--- src/sv/lfr_pkg.sv ---
package lfr_pkg;

  // Default number of lamp ports.
  localparam int PORT_COUNT_DEF = 4;

  // Amount a current value moves toward its target on each tick.
  localparam int FADE_STEP = 1;

  // Percent full scale; targets above it are clamped.
  localparam logic [6:0] PCT_MAX = 7'd100;

  // Division by 100 as a multiply and shift. The products divided here stay
  // below 20001, where floor(x * 5243 / 2^19) equals floor(x / 100) exactly.
  localparam logic [12:0] RECIP_100 = 13'd5243;
  localparam int          RECIP_SHIFT = 19;

  typedef enum logic {
    OP_SET  = 1'b0,
    OP_TICK = 1'b1
  } op_t;

  typedef enum logic [2:0] {
    S_IDLE,
    S_WALK,
    S_MUL_PROD,
    S_MUL_RECIP,
    S_COOL,
    S_WARM
  } state_t;

  typedef struct packed {
    logic       op;
    logic [2:0] port_number;
    logic [6:0] level_target;
    logic [6:0] warmth_target;
  } in_item_t;

  typedef struct packed {
    logic [3:0] channel;
    logic [7:0] duty;
    logic       last;
  } out_item_t;

  // Clamp a 7-bit percent value to full scale.
  function automatic logic [6:0] clamp_pct(input logic [6:0] v);
    return (v > PCT_MAX) ? PCT_MAX : v;
  endfunction

  // Move cur one fade step toward goal without overshooting it.
  function automatic logic [6:0] fade_step(input logic [6:0] cur, input logic [6:0] goal);
    logic [7:0] s;
    s = {1'b0, cur};
    if (cur < goal) begin
      s = {1'b0, cur} + 8'(FADE_STEP);
      if (s > {1'b0, goal}) s = {1'b0, goal};
    end else if (cur > goal) begin
      s = ({1'b0, cur} >= 8'(FADE_STEP)) ? {1'b0, cur} - 8'(FADE_STEP) : 8'd0;
      if (s < {1'b0, goal}) s = {1'b0, goal};
    end
    return s[6:0];
  endfunction

endpackage

--- src/sv/lfr_in_if.sv ---
interface lfr_in_if;
  import lfr_pkg::*;

  logic     valid;
  logic     ready;
  in_item_t data;

  modport source (output valid, output data, input ready);
  modport sink (input valid, input data, output ready);
endinterface

--- src/sv/lfr_out_if.sv ---
interface lfr_out_if;
  import lfr_pkg::*;

  logic      valid;
  logic      ready;
  out_item_t data;

  modport source (output valid, output data, input ready);
  modport sink (input valid, input data, output ready);
endinterface

--- src/sv/lamp_fade_ramp_cct_mix.sv ---
// Channel   Direction  Transaction payload
// item      in         op, port_number, level_target, warmth_target
// result    out        channel, duty, last
//
// A set transaction is accepted in idle. A tick is accepted in idle, then the
// block walks the ports in order; every port that changed takes two passes
// through the shared multiplier, then gives its cool and warm results.
// No new item is accepted until the walk is done, and a result waits while
// the sink holds ready low.
// rst is synchronous: it clears all targets and current values to zero.
module lamp_fade_ramp_cct_mix #(
  parameter int PORT_COUNT = lfr_pkg::PORT_COUNT_DEF
) (
  input logic           clk,
  input logic           rst,
  lfr_in_if.sink        item,
  lfr_out_if.source     result
);
  import lfr_pkg::*;

  // Port index width; one bit even for a single port.
  localparam int IW = (PORT_COUNT > 1) ? $clog2(PORT_COUNT) : 1;

  // Per-port state. Small register arrays, read at the walk index and all compared for a tick.
  logic [6:0] goal_level  [PORT_COUNT];
  logic [6:0] goal_warmth [PORT_COUNT];
  logic [6:0] now_level   [PORT_COUNT];
  logic [6:0] now_warmth  [PORT_COUNT];

  state_t state, state_next;

  logic [IW-1:0]         idx;       // port being walked
  logic [PORT_COUNT-1:0] chg;       // ports that will change on this tick
  logic [PORT_COUNT-1:0] chg_now;   // compare of current against target
  logic [7:0]            t_reg;     // 2 * new brightness for the port
  logic [27:0]           mul_q;     // shared multiplier result
  logic [14:0]           mul_a;
  logic [12:0]           mul_b;
  logic [7:0]            warm_duty;
  logic                  idx_last;
  logic [IW+4:0]         ch_wide;
  logic                  set_ok;
  logic [IW-1:0]         set_idx;

  // Only ports 1..PORT_COUNT address a lamp; the index is zero based.
  assign set_ok  = (item.data.port_number != 3'd0) &&
                   (32'(item.data.port_number) <= PORT_COUNT);
  assign set_idx = IW'(item.data.port_number - 3'd1);

  assign idx_last  = (idx == IW'(PORT_COUNT - 1));
  assign warm_duty = mul_q[RECIP_SHIFT+7:RECIP_SHIFT];
  // Cool channel is 2*idx+1; the warm channel follows it.
  assign ch_wide   = {4'b0000, idx, 1'b0} + (IW+5)'(1);

  // A port changes on a tick when either current value differs from its target.
  always_comb begin
    for (int i = 0; i < PORT_COUNT; i++) begin
      chg_now[i] = (now_level[i] != goal_level[i]) || (now_warmth[i] != goal_warmth[i]);
    end
  end

  // Next state.
  always_comb begin
    state_next = state;
    case (state)
      S_IDLE: begin
        if (item.valid && item.data.op == OP_TICK) state_next = S_WALK;
      end
      S_WALK: begin
        if (chg[idx]) state_next = S_MUL_PROD;
        else if (idx_last) state_next = S_IDLE;
      end
      S_MUL_PROD:  state_next = S_MUL_RECIP;
      S_MUL_RECIP: state_next = S_COOL;
      S_COOL: begin
        if (result.ready) state_next = S_WARM;
      end
      S_WARM: begin
        if (result.ready) state_next = idx_last ? S_IDLE : S_WALK;
      end
      default: state_next = S_IDLE;
    endcase
  end

  // Handshake, result payload and multiplier operand selection.
  always_comb begin
    item.ready          = 1'b0;
    result.valid        = 1'b0;
    result.data.channel = ch_wide[3:0];
    result.data.duty    = t_reg - warm_duty;
    result.data.last    = 1'b0;
    mul_a               = 15'(goal_warmth[idx]);
    mul_b               = 13'({now_level[idx], 1'b0});
    case (state)
      S_IDLE: item.ready = 1'b1;
      S_MUL_RECIP: begin
        // Second pass: scale the product by the reciprocal of 100.
        mul_a = mul_q[14:0];
        mul_b = RECIP_100;
      end
      S_COOL: result.valid = 1'b1;
      S_WARM: begin
        result.valid        = 1'b1;
        result.data.channel = 4'(ch_wide + (IW+5)'(1));
        result.data.duty    = warm_duty;
        // Final result of the tick when no later port still has work.
        result.data.last    = ((chg & ~(PORT_COUNT'(1) << idx)) == '0);
      end
      default: ;
    endcase
  end

  always_ff @(posedge clk) begin
    if (rst) begin
      state <= S_IDLE;
      idx   <= '0;
      chg   <= '0;
      for (int i = 0; i < PORT_COUNT; i++) begin
        goal_level[i]  <= '0;
        goal_warmth[i] <= '0;
        now_level[i]   <= '0;
        now_warmth[i]  <= '0;
      end
    end else begin
      state <= state_next;
      case (state)
        S_IDLE: begin
          if (item.valid) begin
            if (item.data.op == OP_TICK) begin
              idx <= '0;
              chg <= chg_now;
            end else if (set_ok) begin
              goal_level[set_idx]  <= clamp_pct(item.data.level_target);
              goal_warmth[set_idx] <= clamp_pct(item.data.warmth_target);
            end
          end
        end
        S_WALK: begin
          // Stepping an unchanged port leaves it as it is.
          now_level[idx]  <= fade_step(now_level[idx], goal_level[idx]);
          now_warmth[idx] <= fade_step(now_warmth[idx], goal_warmth[idx]);
          if (!chg[idx] && !idx_last) idx <= idx + IW'(1);
        end
        S_WARM: begin
          if (result.ready) begin
            chg[idx] <= 1'b0;
            if (!idx_last) idx <= idx + IW'(1);
          end
        end
        default: ;
      endcase
    end
  end

  // Shared multiplier and brightness scale; payload only.
  always_ff @(posedge clk) begin
    if (state == S_MUL_PROD || state == S_MUL_RECIP) mul_q <= 28'(mul_a) * 28'(mul_b);
    if (state == S_MUL_PROD) t_reg <= {now_level[idx], 1'b0};
  end

`ifndef NO_ASSERTIONS
  // After the last result of a tick the walk only finishes its quiet ports.
  a_last_ends: assert property (@(posedge clk) disable iff (rst)
    (result.valid && result.ready && result.data.last) |=>
      (state == S_IDLE || state == S_WALK))
    else $error("walk continued after last result");

  // Duties never exceed twice full scale.
  a_duty_range: assert property (@(posedge clk) disable iff (rst)
    result.valid |-> (result.data.duty <= 8'd200))
    else $error("duty out of range");

  // A cool result is followed by the warm result of the same port.
  a_cool_warm: assert property (@(posedge clk) disable iff (rst)
    (state == S_COOL && result.ready) |=>
      (result.valid && result.data.channel == 4'($past(result.data.channel) + 4'd1)))
    else $error("warm result does not follow cool result");
`endif

endmodule

--- src/flat_wrapper.sv ---
// flat-port wrapper written by rule: the top's interface ports become plain ports
module lamp_fade_ramp_cct_mix_flat import lfr_pkg::*;
#(
  parameter int PORT_COUNT = lfr_pkg::PORT_COUNT_DEF
)
  (clk, rst, item_valid, item_data, item_ready, result_valid, result_data, result_ready);
  lfr_in_if item_i ();
  lfr_out_if result_i ();
  input logic clk;
  input logic rst;
  input wire logic [$bits(item_i.valid)-1:0] item_valid;
  input wire logic [$bits(item_i.data)-1:0] item_data;
  output wire logic [$bits(item_i.ready)-1:0] item_ready;
  output wire logic [$bits(result_i.valid)-1:0] result_valid;
  output wire logic [$bits(result_i.data)-1:0] result_data;
  input wire logic [$bits(result_i.ready)-1:0] result_ready;
  assign item_i.valid = item_valid;
  assign item_i.data = item_data;
  assign item_ready = item_i.ready;
  assign result_valid = result_i.valid;
  assign result_data = result_i.data;
  assign result_i.ready = result_ready;
  lamp_fade_ramp_cct_mix #(.PORT_COUNT(PORT_COUNT)) u_core (.clk(clk), .rst(rst), .item(item_i), .result(result_i));
endmodule
--- config.mk ---
export PLATFORM = sky130hd
export DESIGN_NAME = lamp_fade_ramp_cct_mix_flat
export DESIGN_NICKNAME = d
export VERILOG_FILES = /design/src/sv/lfr_pkg.sv /design/src/sv/lfr_in_if.sv /design/src/sv/lfr_out_if.sv /design/src/sv/lamp_fade_ramp_cct_mix.sv /design/src/flat_wrapper.sv
export SDC_FILE = /design/constraint.sdc
export NUM_CORES = 1
export LEC_CHECK = 0
export BUFFER_PORTS_ARGS = -buffer_cell sky130_fd_sc_hd__buf_2
export CAP_MARGIN = 10
export CORE_UTILIZATION = 55
export DETAILED_ROUTE_END_ITERATION = 10
export PLACE_DENSITY = 0.72
export SLEW_MARGIN = 30
export SYNTH_ARGS = -nofsm -noshare
export SYNTH_HDL_FRONTEND = slang
export SYNTH_SLANG_ARGS = --single-unit
--- constraint.sdc ---
create_clock -name clk -period 10.4 [get_ports clk]
set_clock_uncertainty 0.15 [all_clocks]
set_input_delay 1.04 -clock clk [delete_from_list [all_inputs] [get_ports clk]]
set_output_delay 1.04 -clock clk [all_outputs]
set_load 0.05 [all_outputs]
==> flow_summary.rst <==
.. list-table::
   :header-rows: 1

   * - Metric
     - Value
   * - Number of flops mapped to enable cells by yosys
     - 142
   * - MaxCap Viol Count
     - 0
   * - Hold bufs inserted after CTS
     - 0
   * - Count leader, synth
     - sky130_fd_sc_hd__inv_1
   * - I/O pin total
     - 37
   * - H-tree depth
     - 4
   * - Die W
     - 164.6 um
   * - Synthesized area
     - 0.01455 mm2
   * - Cell at the root of the clock tree
     - sky130_fd_sc_hd__clkbuf_16
   * - Half-perimeter wire length after placement
     - 27960 um
   * - Count of port buffers added during placement
     - 36
   * - Starting Density
     - 0.5598
   * - Count of state elements after synthesis
     - 153
   * - Diode insertion count for antenna repair
     - 0
   * - Chip height
     - 164.6 um
   * - Die area
     - 0.02710 mm2
   * - Fraction of post-synthesis cell area in the top cell type by area
     - 0.2931
   * - Cell types occupying the most area after synthesis
     - sky130_fd_sc_hd__edfxtp_1, sky130_fd_sc_hd__fa_1, sky130_fd_sc_hd__ha_1
   * - Overall track demand over capacity in global routing
     - 0.2774
   * - Most frequent cells after synthesis
     - sky130_fd_sc_hd__inv_1, sky130_fd_sc_hd__nor2_1, sky130_fd_sc_hd__ha_1, sky130_fd_sc_hd__edfxtp_1, sky130_fd_sc_hd__fa_1
   * - Startpoint Class
     - flip-flop
   * - DRT antenna net count
     - 0
   * - Final Non-Filler Cells
     - 1858
   * - Worst ir drop on vdd
     - 0.1111 mV
   * - Cell type contributing the most total cell area after synthesis
     - sky130_fd_sc_hd__edfxtp_1
   * - Final GP Congestion
     - 0.9797
   * - Critical path arrival
     - 7.67 ns
   * - Total setup violations reported at the end of the flow
     - 0
   * - GRT Residual Overflow
     - 0
   * - Final Hold Fails
     - 0
   * - Count of mapped cells out of synthesis
     - 1478
   * - Placeable Area
     - 0.02598 mm2
   * - Yosys synthesis warning count
     - 0
   * - Post-detailed-route wirelength per cell
     - 19.14 um
   * - Placement Rows
     - 59
   * - Achievable Freq
     - 0.1310 GHz
   * - Later-pin clock latency in the skew report
     - 0.44 ns
   * - Critical path endpoint category
     - flip-flop
   * - Setup repair after global routing missed its margin
     - false
   * - Detailed-router iteration count before antenna repair
     - 7
   * - Share of layout cells above drive strength 1
     - 0.08339
   * - Design Area, Final
     - 0.01562 mm2
   * - Standby leakage power
     - 7.439 nW
   * - Number of slew-limit violations in the final report
     - 0
   * - Result of the run
     - complete, no violations
   * - Syn_area_per_cell
     - 9.842 um2
   * - Worst-case hold slack
     - 0.4516 ns
   * - DRT Wirelength
     - 35570 um
   * - Actual slew at the worst max-slew pin
     - 0.8832 ns
   * - Time the final worst path needs with I/O delays and setup
     - 7.631 ns
   * - Via count
     - 10.76k
   * - Required time of the worst setup path
     - 10.44 ns
   * - Normalized max-slew margin
     - 0.4102
   * - Part of the cycle the worst path needs
     - 0.7337
   * - Final nets
     - 1785
   * - Clock-pin slew of the registers on the worst-case setup and hold paths
     - 0.07 ns
   * - Maximum number of pins on one net before global-route repair
     - 34
   * - Async set or reset register ratio after synthesis
     - 0
   * - Setup repair bufs after CTS
     - 0
   * - Global-route wire length before repair
     - 56710 um
   * - Share of the yosys chip area belonging to registers
     - 0.3083
   * - Post-DP Area
     - 0.01506 mm2
   * - Number of buffers on the longest clock path
     - 2
   * - Worst Setup Path Type
     - reg -> reg
   * - Number of clock buffers inserted by TritonCTS
     - 17
   * - Worst-path fanout max
     - 33
   * - Initial antenna violation count
     - 0
   * - Total power divided by cell area
     - 123.3 mW/mm2
   * - Area Overhead vs Synth
     - 7.380%
   * - DRC
     - 0
   * - Setup TNS
     - 0 ns
   * - Number of sinks handled by clock tree synthesis
     - 153
   * - CTS tree
     - yes
   * - Drt first-iter violations
     - 739
   * - Number of cells after detailed placement
     - 1827
   * - Number of distinct library cell variants in the gate-level netlist after synthesis
     - 72
   * - Worst hold path type
     - reg -> reg
   * - Ratio of routed vias to standard cells
     - 5.788
   * - Top FF cell, synth
     - sky130_fd_sc_hd__edfxtp_1
   * - Gates resized, CTS repair
     - 0
   * - Number of global-route vias before repair
     - 10.87k
[through the flow]
| step | setup slack, ns | total power (W) | util |
|---|---|---|---|
| global placement | 2.735 | 0.001299 | 0.5795 |
| global route | 2.289 | 0.002019 | 0.6011 |
| detailed placement | 2.576 | 0.001313 | 0.5795 |
| CTS | 2.562 | 0.001924 | 0.6010 |
| finish | 2.769 | 0.001926 | 0.6011 |
| floorplan | 3.229 | 0.001176 | - |
[metal layers]
layer | part of all wire | vias up | track usage | wire [um]
met4 | 0.041 | 0 | 0.1297 | 1450
met2 | 0.49 | 394 | 0.4687 | 17270
met3 | 0.053 | 93 | 0.03817 | 1894
met5 | 0 | - | 0 | 0
li1 | - | 5044 | - | -
met1 | 0.42 | 5224 | 0.3525 | 14950
[area by class of cell]
class | count | area (um2)
inverter | 244 | 915.9
timing repair buffer | 45 | 247.7
fill | 2244 | 10360
clock inverter | 14 | 132.6
sequential | 153 | 4488
multi-input combinational | 1050 | 8991
tap | 335 | 419.2
clock buffer | 17 | 425.4
[layout by cell type (no fill, tap or decap), types with 17 or more instances in the layout]
master and count:
sky130_fd_sc_hd__ha_1 154, sky130_fd_sc_hd__nand3_1 22, sky130_fd_sc_hd__nor3_1 18, sky130_fd_sc_hd__and3_1 18
sky130_fd_sc_hd__mux2i_1 18, sky130_fd_sc_hd__inv_1 243, sky130_fd_sc_hd__o21ai_0 31, sky130_fd_sc_hd__xnor2_1 49
sky130_fd_sc_hd__a21o_1 18, sky130_fd_sc_hd__nor2_1 208, sky130_fd_sc_hd__xor2_1 48, sky130_fd_sc_hd__a21oi_1 53
sky130_fd_sc_hd__nor2b_1 17, sky130_fd_sc_hd__clkbuf_16 17, sky130_fd_sc_hd__fa_1 98, sky130_fd_sc_hd__edfxtp_1 142
sky130_fd_sc_hd__nand2_1 82, sky130_fd_sc_hd__mux4_2 17, sky130_fd_sc_hd__buf_2 36
[worst max-delay path: stages (launching register included)]
cell and delay, ns:
sky130_fd_sc_hd__dfxtp_1 0.43, sky130_fd_sc_hd__nor2b_2 0.17, sky130_fd_sc_hd__buf_4 0.36, sky130_fd_sc_hd__and2_1 0.49, sky130_fd_sc_hd__nand2_1 0.19, sky130_fd_sc_hd__inv_1 0.17, sky130_fd_sc_hd__a21oi_1 0.12, sky130_fd_sc_hd__or2_2 0.36
sky130_fd_sc_hd__fa_1 0.53, sky130_fd_sc_hd__inv_1 0.04, sky130_fd_sc_hd__ha_1 0.27, sky130_fd_sc_hd__inv_1 0.04, sky130_fd_sc_hd__fa_1 0.47, sky130_fd_sc_hd__inv_1 0.06, sky130_fd_sc_hd__fa_1 0.53, sky130_fd_sc_hd__inv_1 0.05
sky130_fd_sc_hd__fa_1 0.52, sky130_fd_sc_hd__inv_1 0.04, sky130_fd_sc_hd__ha_1 0.22, sky130_fd_sc_hd__a21o_1 0.19, sky130_fd_sc_hd__a21o_1 0.16, sky130_fd_sc_hd__a2111oi_0 0.38, sky130_fd_sc_hd__nor2_1 0.07, sky130_fd_sc_hd__a211o_1 0.33
sky130_fd_sc_hd__a211oi_1 0.59, sky130_fd_sc_hd__nor3_1 0.11, sky130_fd_sc_hd__a311o_1 0.30
[where the power goes]
group	total, W	switching, W	internal, W
registers	0.000736	0.0000270	0.000709
clock network	0.000618	0.000303	0.000315
logic	0.000572	0.000349	0.000223
[cells by family (layout without fill, tap and decap cells)]
group                      after synthesis  count (layout)  synth area share
other                                    2              16         0.0005163
muxes                                   51              51           0.06064
adders and majority gates              252             252            0.2673
buffers and inverters                  289             320           0.07827
xor gates and xnor gates                97              97           0.05840
and+or+nand+nor                        447             447            0.1407
DFF                                    153             153            0.3083
AOI/OAI and AO/OA                      187             187           0.08584
[final timing paths]
path	from	end	slack (ns)	cells past startpoint
worst min-delay path	u_core.idx[0]	flip-flop	0.45	2
worst max register to register	u_core.state[1]	u_core.mul_q[24]	2.77	26
worst min register to register	u_core.idx[0]	flip-flop	0.45	2
worst max-delay path	u_core.state[1]	u_core.mul_q[24]	2.77	26
No activity file was read; power rests on OpenSTA's default activity.
